`config.mk`:
```
export PLATFORM = sky130hd
export DESIGN_NAME = breakpoint_envelope_generator
export DESIGN_NICKNAME = d
export VERILOG_FILES = /design/src/sv/bpenv_pkg.sv /design/src/sv/breakpoint_envelope_generator.sv /design/src/sv/bpenv_div.sv /design/src/sv/bpenv_dp.sv /design/src/sv/bpenv_ctrl.sv
export SDC_FILE = /design/constraint.sdc
export NUM_CORES = 2
export LEC_CHECK = 0
export BUFFER_PORTS_ARGS = -buffer_cell sky130_fd_sc_hd__clkbuf_2
export CAP_MARGIN = 10
export CORE_ASPECT_RATIO = 1.1
export CORE_MARGIN = 4
export CORE_UTILIZATION = 45
export CTS_BUF_LIST = sky130_fd_sc_hd__clkbuf_8
export CTS_CLUSTER_DIAMETER = 50
export DETAILED_ROUTE_END_ITERATION = 8
export GPL_TIMING_DRIVEN = 0
export PLACE_DENSITY = 0.58
export SLEW_MARGIN = 15
export SYNTH_ARGS = -nofsm -noshare
export SYNTH_HDL_FRONTEND = slang
export SYNTH_SLANG_ARGS = --single-unit
```
`constraint.sdc`:
```
create_clock -name clk -period 14.3 [get_ports clk]
set_clock_uncertainty 0.1 [all_clocks]
set_input_delay 2.86 -clock clk [delete_from_list [all_inputs] [get_ports clk]]
set_output_delay 2.86 -clock clk [all_outputs]
set_load 0.01 [all_outputs]
```
`src/sv/bpenv_pkg.sv`:
```
`default_nettype none

package bpenv_pkg;

    localparam int DEF_MAX_POINTS = 7;
    localparam int DEF_TIME_BITS  = 24;
    localparam int FRAC_BITS      = 24;
    // dividend is a 16-bit slope magnitude shifted up by the fraction bits
    localparam int DIV_BITS       = 16 + FRAC_BITS;
    // the 40-bit rate magnitude is multiplied in two 20-bit halves
    localparam int RATE_HALF      = DIV_BITS / 2;
    localparam int POINT_BITS     = 43;
    localparam int CFG_INDEX_BITS = 3;

    localparam logic [15:0] LEVEL_ONE = 16'd32768;

    localparam logic [CFG_INDEX_BITS-1:0] REG_POINT_COUNT = 3'd0;
    // breakpoint words follow the count, one index each
    localparam logic [CFG_INDEX_BITS-1:0] REG_POINT_0     = 3'd1;

    localparam logic [1:0] PT_PERCENT  = 2'd0;
    localparam logic [1:0] PT_ABSOLUTE = 2'd1;
    localparam logic [1:0] PT_RELATIVE = 2'd2;
    localparam logic [1:0] PT_BAD      = 2'd3;

    typedef struct packed {
        logic        hold;
        logic [1:0]  ptype;
        logic [23:0] pos;
        logic [15:0] lvl;
    } point_t;

    typedef struct packed {
        logic        start_req;
        logic [23:0] now_time;
        logic [23:0] note_length;
    } item_t;

    typedef struct packed {
        logic [15:0] level;
        logic [2:0]  segment;
        logic        bad_point;
    } result_t;

    typedef enum logic [3:0] {
        OP_NONE       = 4'd0,
        OP_LOAD       = 4'd1,
        OP_MUL        = 4'd2,
        OP_FIN        = 4'd3,
        OP_ADVANCE    = 4'd4,
        OP_PEND_START = 4'd5,
        OP_PEND_MID   = 4'd6,
        OP_PEND_END   = 4'd7,
        OP_DIV_START  = 4'd8,
        OP_DIV_DONE   = 4'd9,
        OP_OMUL_HI    = 4'd10,
        OP_OMUL_LO    = 4'd11,
        OP_MAG        = 4'd12,
        OP_RES        = 4'd13
    } op_t;

    typedef struct packed {
        op_t  op;
        logic prev;
    } cmd_t;

    typedef struct packed {
        logic in_list;
        logic hold_next;
        logic reached;
        logic pend;
        logic div_done;
    } status_t;

endpackage

`default_nettype wire

```
`src/sv/breakpoint_envelope_generator.sv`:
```
// Breakpoint envelope generator: one envelope level per input word.
// Item channel (item_valid/item_stall/item): start_req, now_time, note_length.
// A word is taken when item_valid is high and item_stall is low; the block
// stalls from the accept until its result has been placed in the output
// register, so it works on one word at a time.
// Result channel (result_valid/result_stall/result): level, segment, bad_point,
// held in an output register until taken; the next word is accepted and
// processed while a result waits, and only its final write waits for space.
// Config channel (cfg_valid/cfg_ready/cfg_index/cfg_data): index 0 is the
// point count, 1..7 the breakpoint words; cfg_ready is always high. Write it
// only while no word is in flight.
// From the accept, the walk compares breakpoints in turn until one is not yet
// reached; entering a segment that is not a hold point, or a restart, makes a
// new ramp rate due, which a 40-step serial divider computes before the output
// level is formed. A new word can be taken in the cycle after the previous
// result is written.
// Reset: point count 1, all breakpoints zero, segment state and ramp cleared.
`default_nettype none

module breakpoint_envelope_generator #(
    parameter int MAX_POINTS = bpenv_pkg::DEF_MAX_POINTS,
    parameter int TIME_BITS  = bpenv_pkg::DEF_TIME_BITS
) (
    input  wire logic                                clk,
    input  wire logic                                rst_n,
    input  wire logic                                item_valid,
    output logic                                     item_stall,
    input  wire bpenv_pkg::item_t                    item,
    output logic                                     result_valid,
    input  wire logic                                result_stall,
    output bpenv_pkg::result_t                       result,
    input  wire logic                                cfg_valid,
    output logic                                     cfg_ready,
    input  wire logic [bpenv_pkg::CFG_INDEX_BITS-1:0] cfg_index,
    input  wire logic [bpenv_pkg::POINT_BITS-1:0]    cfg_data
);

    bpenv_pkg::cmd_t    cmd;
    bpenv_pkg::status_t status;
    bpenv_pkg::result_t res;
    bpenv_pkg::result_t result_reg;
    logic               result_valid_reg;
    logic               busy;
    logic               out_load;
    logic               out_free;

    assign cfg_ready = 1'b1;
    assign out_free  = !result_valid_reg || !result_stall;

    bpenv_ctrl u_ctrl (
        .clk        (clk),
        .rst_n      (rst_n),
        .item_valid (item_valid),
        .item_start (item.start_req),
        .status     (status),
        .out_free   (out_free),
        .cmd        (cmd),
        .busy       (busy),
        .out_load   (out_load)
    );

    bpenv_dp #(
        .MAX_POINTS (MAX_POINTS),
        .TIME_BITS  (TIME_BITS)
    ) u_dp (
        .clk       (clk),
        .rst_n     (rst_n),
        .cmd       (cmd),
        .item      (item),
        .cfg_we    (cfg_valid && cfg_ready),
        .cfg_index (cfg_index),
        .cfg_data  (cfg_data),
        .status    (status),
        .res       (res)
    );

    always_ff @(posedge clk or negedge rst_n)
    begin
        if (!rst_n)
        begin
            result_valid_reg <= 1'b0;
        end
        else if (out_load)
        begin
            result_valid_reg <= 1'b1;
        end
        else if (!result_stall)
        begin
            result_valid_reg <= 1'b0;
        end
    end

    always_ff @(posedge clk)
    begin
        if (out_load)
        begin
            result_reg <= res;
        end
    end

    assign item_stall   = busy;
    assign result_valid = result_valid_reg;
    assign result       = result_reg;

    a_busy_after_accept: assert property (@(posedge clk) disable iff (!rst_n)
        (item_valid && !item_stall) |=> item_stall)
        else $error("block took a word without going busy");

    a_load_gives_valid: assert property (@(posedge clk) disable iff (!rst_n)
        out_load |=> result_valid)
        else $error("result written but not presented");

    a_level_range: assert property (@(posedge clk) disable iff (!rst_n)
        result_valid |-> (result.level <= bpenv_pkg::LEVEL_ONE)
            && (int'(result.segment) <= MAX_POINTS))
        else $error("result level or segment out of range");

endmodule

`default_nettype wire

```
`src/sv/bpenv_div.sv`:
```
`default_nettype none

module bpenv_div #(
    parameter int TIME_BITS = bpenv_pkg::DEF_TIME_BITS
) (
    input  wire logic                          clk,
    input  wire logic                          rst_n,
    input  wire logic                          start,
    input  wire logic [bpenv_pkg::DIV_BITS-1:0] dividend,
    input  wire logic [TIME_BITS-1:0]          divisor,
    output logic                               done,
    output logic [bpenv_pkg::DIV_BITS-1:0]     quotient
);

    localparam int DB = bpenv_pkg::DIV_BITS;
    localparam int CW = $clog2(DB);

    logic [TIME_BITS-1:0] rem_reg, rem_next;
    logic [TIME_BITS-1:0] dsr_reg;
    logic [DB-1:0]        quo_reg, quo_next;
    logic [CW-1:0]        cnt_reg;
    logic                 busy_reg, done_reg;

    logic [TIME_BITS:0] rem_sh;
    logic [TIME_BITS:0] rem_sub;
    logic               fits;

    // one restoring step per cycle, msb first
    always_comb
    begin
        rem_sh   = {rem_reg, quo_reg[DB-1]};
        fits     = rem_sh >= {1'b0, dsr_reg};
        rem_sub  = fits ? rem_sh - {1'b0, dsr_reg} : rem_sh;
        rem_next = rem_sub[TIME_BITS-1:0];
        quo_next = {quo_reg[DB-2:0], fits};
    end

    always_ff @(posedge clk or negedge rst_n)
    begin
        if (!rst_n)
        begin
            busy_reg <= 1'b0;
            done_reg <= 1'b0;
            cnt_reg  <= '0;
        end
        else
        begin
            done_reg <= 1'b0;
            if (start)
            begin
                busy_reg <= 1'b1;
                cnt_reg  <= '0;
            end
            else if (busy_reg)
            begin
                cnt_reg <= cnt_reg + CW'(1);
                if (cnt_reg == CW'(DB - 1))
                begin
                    busy_reg <= 1'b0;
                    done_reg <= 1'b1;
                end
            end
        end
    end

    always_ff @(posedge clk)
    begin
        if (start)
        begin
            rem_reg <= '0;
            quo_reg <= dividend;
            dsr_reg <= divisor;
        end
        else if (busy_reg)
        begin
            rem_reg <= rem_next;
            quo_reg <= quo_next;
        end
    end

    assign done     = done_reg;
    assign quotient = quo_reg;

endmodule

`default_nettype wire

```
`src/sv/bpenv_dp.sv`:
```
`default_nettype none

module bpenv_dp #(
    parameter int MAX_POINTS = bpenv_pkg::DEF_MAX_POINTS,
    parameter int TIME_BITS  = bpenv_pkg::DEF_TIME_BITS
) (
    input  wire logic                                clk,
    input  wire logic                                rst_n,
    input  wire bpenv_pkg::cmd_t                     cmd,
    input  wire bpenv_pkg::item_t                    item,
    input  wire logic                                cfg_we,
    input  wire logic [bpenv_pkg::CFG_INDEX_BITS-1:0] cfg_index,
    input  wire logic [bpenv_pkg::POINT_BITS-1:0]    cfg_data,
    output bpenv_pkg::status_t                       status,
    output bpenv_pkg::result_t                       res
);

    localparam int TB = TIME_BITS;
    localparam int IW = (MAX_POINTS > 1) ? $clog2(MAX_POINTS) : 1;
    localparam int DB = bpenv_pkg::DIV_BITS;
    localparam int HB = bpenv_pkg::RATE_HALF;
    localparam int RW = TB + 25;
    localparam int PW = TB + 24;
    localparam int SW = TB + 45;
    localparam int MW = TB + 21;
    localparam int VW = TB + 23;

    bpenv_pkg::point_t points_reg [MAX_POINTS];
    logic [2:0]        count_reg;
    logic [2:0]        cnt;

    // control state
    logic [2:0]    next_reg;
    logic [TB-1:0] sst_reg;
    logic [15:0]   base_reg;
    logic          rate_neg_reg;
    logic [DB-1:0] rate_mag_reg;
    logic          pend_reg;
    logic          bad_reg;

    // working registers
    logic [TB-1:0]       now_reg, len_reg;
    bpenv_pkg::point_t   pt_reg;
    logic [PW-1:0]       prod_reg, hi_reg;
    logic [TB-1:0]       ms_reg, np_reg;
    logic [15:0]         ms_lvl_reg, np_lvl_reg;
    logic signed [16:0]  slope_reg;
    logic signed [TB:0]  range_reg;
    logic                div_neg_reg, div_zero_reg;
    logic [MW-1:0]       mag_reg;

    logic [31:0]         now_w, len_w;
    logic [TB-1:0]       now_in, len_in;
    logic [2:0]          rd_idx;
    bpenv_pkg::point_t   rd_pt;
    logic                in_list;
    logic [TB:0]         rel, rel_abs;
    logic                rel_neg;
    logic [TB-1:0]       mul_x;
    logic [23:0]         mul_y;
    logic [PW-1:0]       mul_prod;
    logic [RW-1:0]       raw;
    logic [TB-1:0]       ms_val;
    logic [16:0]         slope_abs;
    logic [TB:0]         range_abs;
    logic [DB-1:0]       dividend;
    logic [TB-1:0]       divisor;
    logic                div_done;
    logic [DB-1:0]       quotient;
    logic [SW-1:0]       mag_sum;
    logic [VW-1:0]       base_ext, mag_ext, v;
    logic [15:0]         level;

    // configuration registers
    always_ff @(posedge clk or negedge rst_n)
    begin
        if (!rst_n)
        begin
            count_reg <= 3'd1;
            for (int i = 0; i < MAX_POINTS; i++)
            begin
                points_reg[i] <= '0;
            end
        end
        else if (cfg_we)
        begin
            if (cfg_index == bpenv_pkg::REG_POINT_COUNT)
            begin
                count_reg <= cfg_data[2:0];
            end
            for (int i = 0; i < MAX_POINTS; i++)
            begin
                if (cfg_index == bpenv_pkg::CFG_INDEX_BITS'(i + 1))
                begin
                    points_reg[i] <= bpenv_pkg::point_t'(cfg_data);
                end
            end
        end
    end

    always_comb
    begin
        if (count_reg == 3'd0)
        begin
            cnt = 3'd1;
        end
        else if (int'(count_reg) > MAX_POINTS)
        begin
            cnt = 3'(MAX_POINTS);
        end
        else
        begin
            cnt = count_reg;
        end
    end

    always_comb
    begin
        now_w  = 32'(item.now_time);
        len_w  = 32'(item.note_length);
        now_in = now_w[TB-1:0];
        len_in = len_w[TB-1:0];
    end

    // single read port into the point table
    always_comb
    begin
        rd_idx = (cmd.op == bpenv_pkg::OP_MUL && cmd.prev) ? next_reg - 3'd1 : next_reg;
        rd_pt  = (int'(rd_idx) < MAX_POINTS) ? points_reg[rd_idx[IW-1:0]] : '0;
    end

    assign in_list = next_reg < cnt;

    always_comb
    begin
        rel     = {1'b0, now_reg} - {1'b0, sst_reg};
        rel_neg = rel[TB];
        rel_abs = rel_neg ? -rel : rel;
    end

    // shared multiplier: percentage milestones and the interpolation product
    always_comb
    begin
        mul_x = rel_abs[TB-1:0];
        mul_y = 24'(rate_mag_reg[HB-1:0]);
        priority if (cmd.op == bpenv_pkg::OP_MUL)
        begin
            mul_x = len_reg;
            mul_y = rd_pt.pos;
        end
        else if (cmd.op == bpenv_pkg::OP_OMUL_HI)
        begin
            mul_y = 24'(rate_mag_reg[DB-1:HB]);
        end
        else
        begin
            mul_y = 24'(rate_mag_reg[HB-1:0]);
        end
        mul_prod = {24'd0, mul_x} * {{TB{1'b0}}, mul_y};
    end

    // milestone in ticks, saturated to the time range
    always_comb
    begin
        unique case (pt_reg.ptype)
            bpenv_pkg::PT_PERCENT:  raw = RW'(prod_reg[PW-1:16]);
            bpenv_pkg::PT_RELATIVE: raw = RW'(sst_reg) + RW'(pt_reg.pos);
            bpenv_pkg::PT_ABSOLUTE,
            bpenv_pkg::PT_BAD:      raw = RW'(pt_reg.pos);
        endcase
        ms_val = (raw[RW-1:TB] != '0) ? {TB{1'b1}} : raw[TB-1:0];
    end

    always_comb
    begin
        slope_abs = slope_reg[16] ? 17'(-slope_reg) : 17'(slope_reg);
        range_abs = range_reg[TB] ? (TB+1)'(-range_reg) : (TB+1)'(range_reg);
        dividend  = {slope_abs[15:0], {bpenv_pkg::FRAC_BITS{1'b0}}};
        divisor   = range_abs[TB-1:0];
    end

    bpenv_div #(
        .TIME_BITS (TIME_BITS)
    ) u_div (
        .clk      (clk),
        .rst_n    (rst_n),
        .start    (cmd.op == bpenv_pkg::OP_DIV_START),
        .dividend (dividend),
        .divisor  (divisor),
        .done     (div_done),
        .quotient (quotient)
    );

    // output level
    always_comb
    begin
        mag_sum  = SW'({hi_reg, {HB{1'b0}}}) + SW'(prod_reg);
        base_ext = VW'(base_reg);
        mag_ext  = VW'(mag_reg);
        v        = (rel_neg ^ rate_neg_reg) ? base_ext - mag_ext : base_ext + mag_ext;
        if (in_list && rd_pt.hold)
        begin
            level = (rd_pt.lvl > bpenv_pkg::LEVEL_ONE) ? bpenv_pkg::LEVEL_ONE : rd_pt.lvl;
        end
        else if (v[VW-1])
        begin
            level = 16'd0;
        end
        else if (v > VW'(bpenv_pkg::LEVEL_ONE))
        begin
            level = bpenv_pkg::LEVEL_ONE;
        end
        else
        begin
            level = v[15:0];
        end
    end

    always_ff @(posedge clk or negedge rst_n)
    begin
        if (!rst_n)
        begin
            next_reg     <= '0;
            sst_reg      <= '0;
            base_reg     <= '0;
            rate_neg_reg <= 1'b0;
            rate_mag_reg <= '0;
            pend_reg     <= 1'b0;
            bad_reg      <= 1'b0;
        end
        else
        begin
            unique case (cmd.op)
                bpenv_pkg::OP_LOAD:
                begin
                    bad_reg  <= 1'b0;
                    pend_reg <= 1'b0;
                    if (item.start_req)
                    begin
                        next_reg <= '0;
                        sst_reg  <= '0;
                        base_reg <= '0;
                    end
                end
                bpenv_pkg::OP_FIN:
                begin
                    if (pt_reg.ptype == bpenv_pkg::PT_BAD)
                    begin
                        bad_reg <= 1'b1;
                    end
                end
                bpenv_pkg::OP_ADVANCE:
                begin
                    next_reg <= next_reg + 3'd1;
                    sst_reg  <= now_reg;
                end
                bpenv_pkg::OP_PEND_START:
                begin
                    pend_reg <= 1'b1;
                end
                bpenv_pkg::OP_PEND_MID,
                bpenv_pkg::OP_PEND_END:
                begin
                    pend_reg <= 1'b1;
                    base_reg <= ms_lvl_reg;
                end
                bpenv_pkg::OP_DIV_DONE:
                begin
                    pend_reg     <= 1'b0;
                    rate_neg_reg <= div_neg_reg;
                    rate_mag_reg <= div_zero_reg ? '0 : quotient;
                end
                bpenv_pkg::OP_NONE,
                bpenv_pkg::OP_MUL,
                bpenv_pkg::OP_DIV_START,
                bpenv_pkg::OP_OMUL_HI,
                bpenv_pkg::OP_OMUL_LO,
                bpenv_pkg::OP_MAG,
                bpenv_pkg::OP_RES:
                begin
                end
                default:
                begin
                end
            endcase
        end
    end

    always_ff @(posedge clk)
    begin
        unique case (cmd.op)
            bpenv_pkg::OP_LOAD:
            begin
                now_reg <= now_in;
                len_reg <= len_in;
            end
            bpenv_pkg::OP_MUL:
            begin
                pt_reg   <= rd_pt;
                prod_reg <= mul_prod;
            end
            bpenv_pkg::OP_FIN:
            begin
                // the older milestone shifts down so a pair is kept
                np_reg     <= ms_reg;
                np_lvl_reg <= ms_lvl_reg;
                ms_reg     <= ms_val;
                ms_lvl_reg <= pt_reg.lvl;
            end
            bpenv_pkg::OP_PEND_START:
            begin
                slope_reg <= $signed({1'b0, ms_lvl_reg});
                range_reg <= $signed({1'b0, ms_reg});
            end
            bpenv_pkg::OP_PEND_MID:
            begin
                slope_reg <= $signed({1'b0, np_lvl_reg}) - $signed({1'b0, ms_lvl_reg});
                range_reg <= $signed({1'b0, np_reg}) - $signed({1'b0, ms_reg});
            end
            bpenv_pkg::OP_PEND_END:
            begin
                slope_reg <= -$signed({1'b0, ms_lvl_reg});
                range_reg <= $signed({1'b0, len_reg}) - $signed({1'b0, ms_reg});
            end
            bpenv_pkg::OP_DIV_START:
            begin
                div_neg_reg  <= slope_reg[16] ^ range_reg[TB];
                div_zero_reg <= (slope_reg == '0) || (range_reg == '0);
            end
            bpenv_pkg::OP_OMUL_HI:
            begin
                prod_reg <= mul_prod;
            end
            bpenv_pkg::OP_OMUL_LO:
            begin
                hi_reg   <= prod_reg;
                prod_reg <= mul_prod;
            end
            bpenv_pkg::OP_MAG:
            begin
                mag_reg <= mag_sum[SW-1:bpenv_pkg::FRAC_BITS];
            end
            bpenv_pkg::OP_NONE,
            bpenv_pkg::OP_ADVANCE,
            bpenv_pkg::OP_DIV_DONE,
            bpenv_pkg::OP_RES:
            begin
            end
            default:
            begin
            end
        endcase
    end

    always_comb
    begin
        status.in_list   = in_list;
        status.hold_next = in_list && rd_pt.hold;
        status.reached   = now_reg >= ms_reg;
        status.pend      = pend_reg;
        status.div_done  = div_done;
        res.level        = level;
        res.segment      = next_reg;
        res.bad_point    = bad_reg;
    end

endmodule

`default_nettype wire

```
`src/sv/bpenv_ctrl.sv`:
```
`default_nettype none

module bpenv_ctrl (
    input  wire logic                clk,
    input  wire logic                rst_n,
    input  wire logic                item_valid,
    input  wire logic                item_start,
    input  wire bpenv_pkg::status_t  status,
    input  wire logic                out_free,
    output bpenv_pkg::cmd_t          cmd,
    output logic                     busy,
    output logic                     out_load
);

    typedef enum logic [22:0] {
        S_IDLE     = 23'h000001,
        S_SM_MUL   = 23'h000002,
        S_SM_FIN   = 23'h000004,
        S_SM_PEND  = 23'h000008,
        S_CK_CHK   = 23'h000010,
        S_CK_MUL   = 23'h000020,
        S_CK_FIN   = 23'h000040,
        S_CK_CMP   = 23'h000080,
        S_AD_CHK   = 23'h000100,
        S_NP_MUL   = 23'h000200,
        S_NP_FIN   = 23'h000400,
        S_PP_MUL   = 23'h000800,
        S_PP_FIN   = 23'h001000,
        S_MID      = 23'h002000,
        S_LP_MUL   = 23'h004000,
        S_LP_FIN   = 23'h008000,
        S_SEG_END  = 23'h010000,
        S_DIV_GO   = 23'h020000,
        S_DIV_WAIT = 23'h040000,
        S_OM_HI    = 23'h080000,
        S_OM_LO    = 23'h100000,
        S_MAG      = 23'h200000,
        S_RES      = 23'h400000
    } state_t;

    state_t state_reg, state_next;
    state_t wrap_state;

    // end of the walk: divide only if a new rate is pending
    assign wrap_state = status.pend ? S_DIV_GO : S_OM_HI;

    always_comb
    begin
        state_next = state_reg;
        cmd.op     = bpenv_pkg::OP_NONE;
        cmd.prev   = 1'b0;
        out_load   = 1'b0;
        unique case (state_reg)
            S_IDLE:
            begin
                if (item_valid)
                begin
                    cmd.op     = bpenv_pkg::OP_LOAD;
                    state_next = item_start ? S_SM_MUL : S_CK_CHK;
                end
            end
            S_SM_MUL:
            begin
                cmd.op     = bpenv_pkg::OP_MUL;
                state_next = S_SM_FIN;
            end
            S_SM_FIN:
            begin
                cmd.op     = bpenv_pkg::OP_FIN;
                state_next = S_SM_PEND;
            end
            S_SM_PEND:
            begin
                cmd.op     = bpenv_pkg::OP_PEND_START;
                state_next = S_CK_CHK;
            end
            S_CK_CHK:
            begin
                state_next = status.in_list ? S_CK_MUL : wrap_state;
            end
            S_CK_MUL:
            begin
                cmd.op     = bpenv_pkg::OP_MUL;
                state_next = S_CK_FIN;
            end
            S_CK_FIN:
            begin
                cmd.op     = bpenv_pkg::OP_FIN;
                state_next = S_CK_CMP;
            end
            S_CK_CMP:
            begin
                if (status.reached)
                begin
                    cmd.op     = bpenv_pkg::OP_ADVANCE;
                    state_next = S_AD_CHK;
                end
                else
                begin
                    state_next = wrap_state;
                end
            end
            S_AD_CHK:
            begin
                priority if (status.hold_next)
                begin
                    state_next = S_CK_CHK;
                end
                else if (status.in_list)
                begin
                    state_next = S_NP_MUL;
                end
                else
                begin
                    state_next = S_LP_MUL;
                end
            end
            S_NP_MUL:
            begin
                cmd.op     = bpenv_pkg::OP_MUL;
                state_next = S_NP_FIN;
            end
            S_NP_FIN:
            begin
                cmd.op     = bpenv_pkg::OP_FIN;
                state_next = S_PP_MUL;
            end
            S_PP_MUL:
            begin
                cmd.op     = bpenv_pkg::OP_MUL;
                cmd.prev   = 1'b1;
                state_next = S_PP_FIN;
            end
            S_PP_FIN:
            begin
                cmd.op     = bpenv_pkg::OP_FIN;
                state_next = S_MID;
            end
            S_MID:
            begin
                cmd.op     = bpenv_pkg::OP_PEND_MID;
                state_next = S_CK_CHK;
            end
            S_LP_MUL:
            begin
                cmd.op     = bpenv_pkg::OP_MUL;
                cmd.prev   = 1'b1;
                state_next = S_LP_FIN;
            end
            S_LP_FIN:
            begin
                cmd.op     = bpenv_pkg::OP_FIN;
                state_next = S_SEG_END;
            end
            S_SEG_END:
            begin
                cmd.op     = bpenv_pkg::OP_PEND_END;
                state_next = S_CK_CHK;
            end
            S_DIV_GO:
            begin
                cmd.op     = bpenv_pkg::OP_DIV_START;
                state_next = S_DIV_WAIT;
            end
            S_DIV_WAIT:
            begin
                if (status.div_done)
                begin
                    cmd.op     = bpenv_pkg::OP_DIV_DONE;
                    state_next = S_OM_HI;
                end
            end
            S_OM_HI:
            begin
                cmd.op     = bpenv_pkg::OP_OMUL_HI;
                state_next = S_OM_LO;
            end
            S_OM_LO:
            begin
                cmd.op     = bpenv_pkg::OP_OMUL_LO;
                state_next = S_MAG;
            end
            S_MAG:
            begin
                cmd.op     = bpenv_pkg::OP_MAG;
                state_next = S_RES;
            end
            S_RES:
            begin
                // wait here while the previous word is still unread
                if (out_free)
                begin
                    cmd.op     = bpenv_pkg::OP_RES;
                    out_load   = 1'b1;
                    state_next = S_IDLE;
                end
            end
            default:
            begin
                state_next = S_IDLE;
            end
        endcase
    end

    always_ff @(posedge clk or negedge rst_n)
    begin
        if (!rst_n)
        begin
            state_reg <= S_IDLE;
        end
        else
        begin
            state_reg <= state_next;
        end
    end

    assign busy = state_reg != S_IDLE;

endmodule

`default_nettype wire
```
==> flow_metrics.env <==
export IMPL_outcome="completed"
export IMPL_finalSetupViolCount=0
export IMPL_crit_top_cell="fa_1"
export IMPL_timing_final_ws_setup_ps=611.2
export IMPL_max_stage_delay_ps=780
export IMPL_route_vias_total=50321
export IMPL_path_class="reg -> reg"
export IMPL_cts_root_buf="clkbuf_8"
export IMPL_synth_enable_flop_cells=415
export IMPL_dp_slack_ps=-747.4
export IMPL_hold_violations=0
export IMPL_wire_per_inst_um=23.98
export IMPL_fmax_mhz=73.05
export IMPL_grt_overflow=0
export IMPL_timing_rr_start="u_ctrl.state_reg[6]"
export IMPL_finalMaxSlewViolations=0
export IMPL_ios=123
export IMPL_total_power_uw=11630
export IMPL_start_kind="flip-flop"
export IMPL_final_cell_count_no_fill=8932
export IMPL_grt_usage=0.2790
export IMPL_synth_ff_type="dfrtp_1"
export IMPL_grt_antenna_before_repair=14
export IMPL_cts_made_buffers=151
export IMPL_yosys_warnings=0
export IMPL_crit_fanout=10
export IMPL_clkSinkCount=885
export IMPL_core_area_sq_um=144700
export IMPL_ys_types=101
export IMPL_start_util=0.4551
export IMPL_cp_arrival_ps=14230
export IMPL_largest_reg_flops=301
export IMPL_cpLargestDelayFamily="compound AO/OA/AOI/OAI gates"
export IMPL_cts_tree="built"
export IMPL_leakagePower_uw=0.03269
export IMPL_drive_gt1_frac=0.1203
export IMPL_clockBufferDepth=3
export IMPL_insertion_delay_ps=910
export IMPL_synth_most_common_cell="nand2_1"
export IMPL_syn_nets=7521
export IMPL_relSlewSlack=0.1483
export IMPL_grt_max_degree=87
export IMPL_first_pass_iters=5
export IMPL_ir_drop_v=0.0001556
export IMPL_rows=146
export IMPL_postCtsHoldBufs=0
export IMPL_synth_seq_cells=885
export IMPL_hold_class="reg -> reg"
export IMPL_critPathSlowestCell="a221oi_2"
export IMPL_drt_vias_per_instance=5.634
export IMPL_n_fill_cell=13403
export IMPL_end_kind="flip-flop"
export IMPL_wl_mm=214.2
export IMPL_grt_pass1_wl_mm=321.8
export IMPL_syn_avg_cell_area_sq_um=10.04
export IMPL_dieWidth_um=372.7
export IMPL_grt_pass1_vias=51166
export IMPL_yosysTopAreaCell="edfxtp_1"
export IMPL_period_minus_slack_ps=13690
export IMPL_syn_to_final_growth_pct=10.64
export IMPL_synth_area_leaders="edfxtp_1, dfrtp_1, fa_1"
export IMPL_die_y_um=409.2
export IMPL_syn_area_sq_um=65840
export IMPL_min_from="u_dp.prod_reg[15]"
export IMPL_placed_cells=8642
export IMPL_drt_iter0_drc=3774
export IMPL_cts_clk_slew_worst_paths_ps=60
export IMPL_nets=7840
export IMPL_portBuffers=117
export IMPL_ctsHtreeMaxLevel=4
export IMPL_ant_nets=0
export IMPL_critPathBufInv=11
export IMPL_startpoint="u_ctrl.state_reg[6]"
export IMPL_ys_seq_area_frac=0.3643
export IMPL_die_area_sq_um=152500
export IMPL_drc_errors=0
export IMPL_powerDensity_nw_per_um2=159.6
export IMPL_tightest_slew_ps=1278
export IMPL_hold_slack_ps=305.7
export IMPL_place_congestion=0.9740
export IMPL_period_share=0.9573
export IMPL_cap_violations=0
export IMPL_synth_commonest_cells="nand2_1, inv_1, fa_1, dfrtp_1, edfxtp_1"
export IMPL_syn_inst=6555
export IMPL_synthArstFlopShare=0.4768
export IMPL_synth_top_cell_area_share=0.1893
export IMPL_dp_hpwl_mm=172.7
export IMPL_critPathRequiredTime_ps=14840
## report_power, final
part           switching, uW  total (uW)  internal (uW)
sequential               337        3480           3140
combinational           3880        5760           1880
clock                   1140        2390           1240
## layout make-up
cell class | instances | area [sq um] | share of cell area
Multi-Input combinational cell | 4583 | 37870 | 0.5199
Sequential cell | 885 | 23990 | 0.3293
Inverter | 790 | 2968 | 0.04074
Clock buffer | 176 | 2422 | 0.03325
Tap cell | 1924 | 2407 | 0.03305
Timing Repair Buffer | 166 | 1210 | 0.01661
Buffer | 297 | 1204 | 0.01652
Clock inverter | 102 | 754.5 | 0.01036
Antenna cell | 9 | 22.52 | 0.0003092
## timing repair
action	in CTS	in global routing
gates resized for setup	6	15
setup endpoints to repair	10	8
setup buffers	3	0
pin swaps	1	0
## placed cells by master, fill, tap and decap left out, types with 177 or more instances in the layout
cell type	count
clkbuf_1	241
mux2_2	333
nor2_1	383
dfrtp_1	420
edfxtp_1	415
fa_1	489
a21oi_1	309
ha_1	377
nand2_1	817
clkbuf_8	177
inv_1	833
o21ai_0	254
## worst reg2reg max path, delay by kind of cell (launching register included)
family / cells / cell delay (ps)
XOR/XNOR: 1 / 150
adder cells (fa/ha/maj): 8 / 3540
AND/OR/NAND/NOR: 10 / 2030
flip-flops: 1 / 440
buffers and inverters: 11 / 2320
AO/OA/AOI/OAI: 12 / 4840
## path summary, 6_finish.rpt
| check | slack (ps) | to | cells after the start |
|---|---|---|---|
| worst max register to register | 610 | u_dp.prod_reg[44] | 42 |
| worst min-delay path | 310 | u_dp.hi_reg[15] | 0 |
| min in group asynchronous | 1860 | u_dp.points_reg[221] | 1 |
| max in group asynchronous | 10960 | u_dp.points_reg[238] | 3 |
| worst min register to register | 310 | u_dp.hi_reg[15] | 0 |
| worst max-delay path | 610 | u_dp.prod_reg[44] | 42 |
## through the flow
step / TNS, ps / utilization / cell area (sq um)
after floorplan: 0 / - / 65840
after global placement: -4806 / 0.4758 / 68830
after detailed placement: -3463 / 0.4809 / 69570
after CTS: 0 / 0.5032 / 72800
after global routing: -102.7 / 0.5034 / 72830
final: 0 / 0.5035 / 72840
## layer usage
| layer | part of all wire | vias up | wire length, um | track usage |
|---|---|---|---|---|
| met5 | 0 | - | 0 | 0 |
| met4 | 0.045 | 0 | 9658 | 0.1164 |
| met3 | 0.059 | 442 | 12650 | 0.04558 |
| met2 | 0.48 | 1549 | 102500 | 0.4623 |
| met1 | 0.42 | 25457 | 89370 | 0.3647 |
| li1 | - | 22873 | - | - |
## kinds of logic (layout without fill, tap and decap cells)
group	Yosys count	in the layout	share of synthesized area
buffers and inverters	1087	1531	0.06309
multiplexers	456	456	0.07854
AND/OR/NAND/NOR	1922	1922	0.1362
XOR/XNOR	247	247	0.03286
other	1	10	0.00005696
flip-flops	885	885	0.3643
adder cells (fa/ha/maj)	866	866	0.2203
AO/OA/AOI/OAI	1091	1091	0.1046
Note: power is estimated with default switching activity, not from simulation.
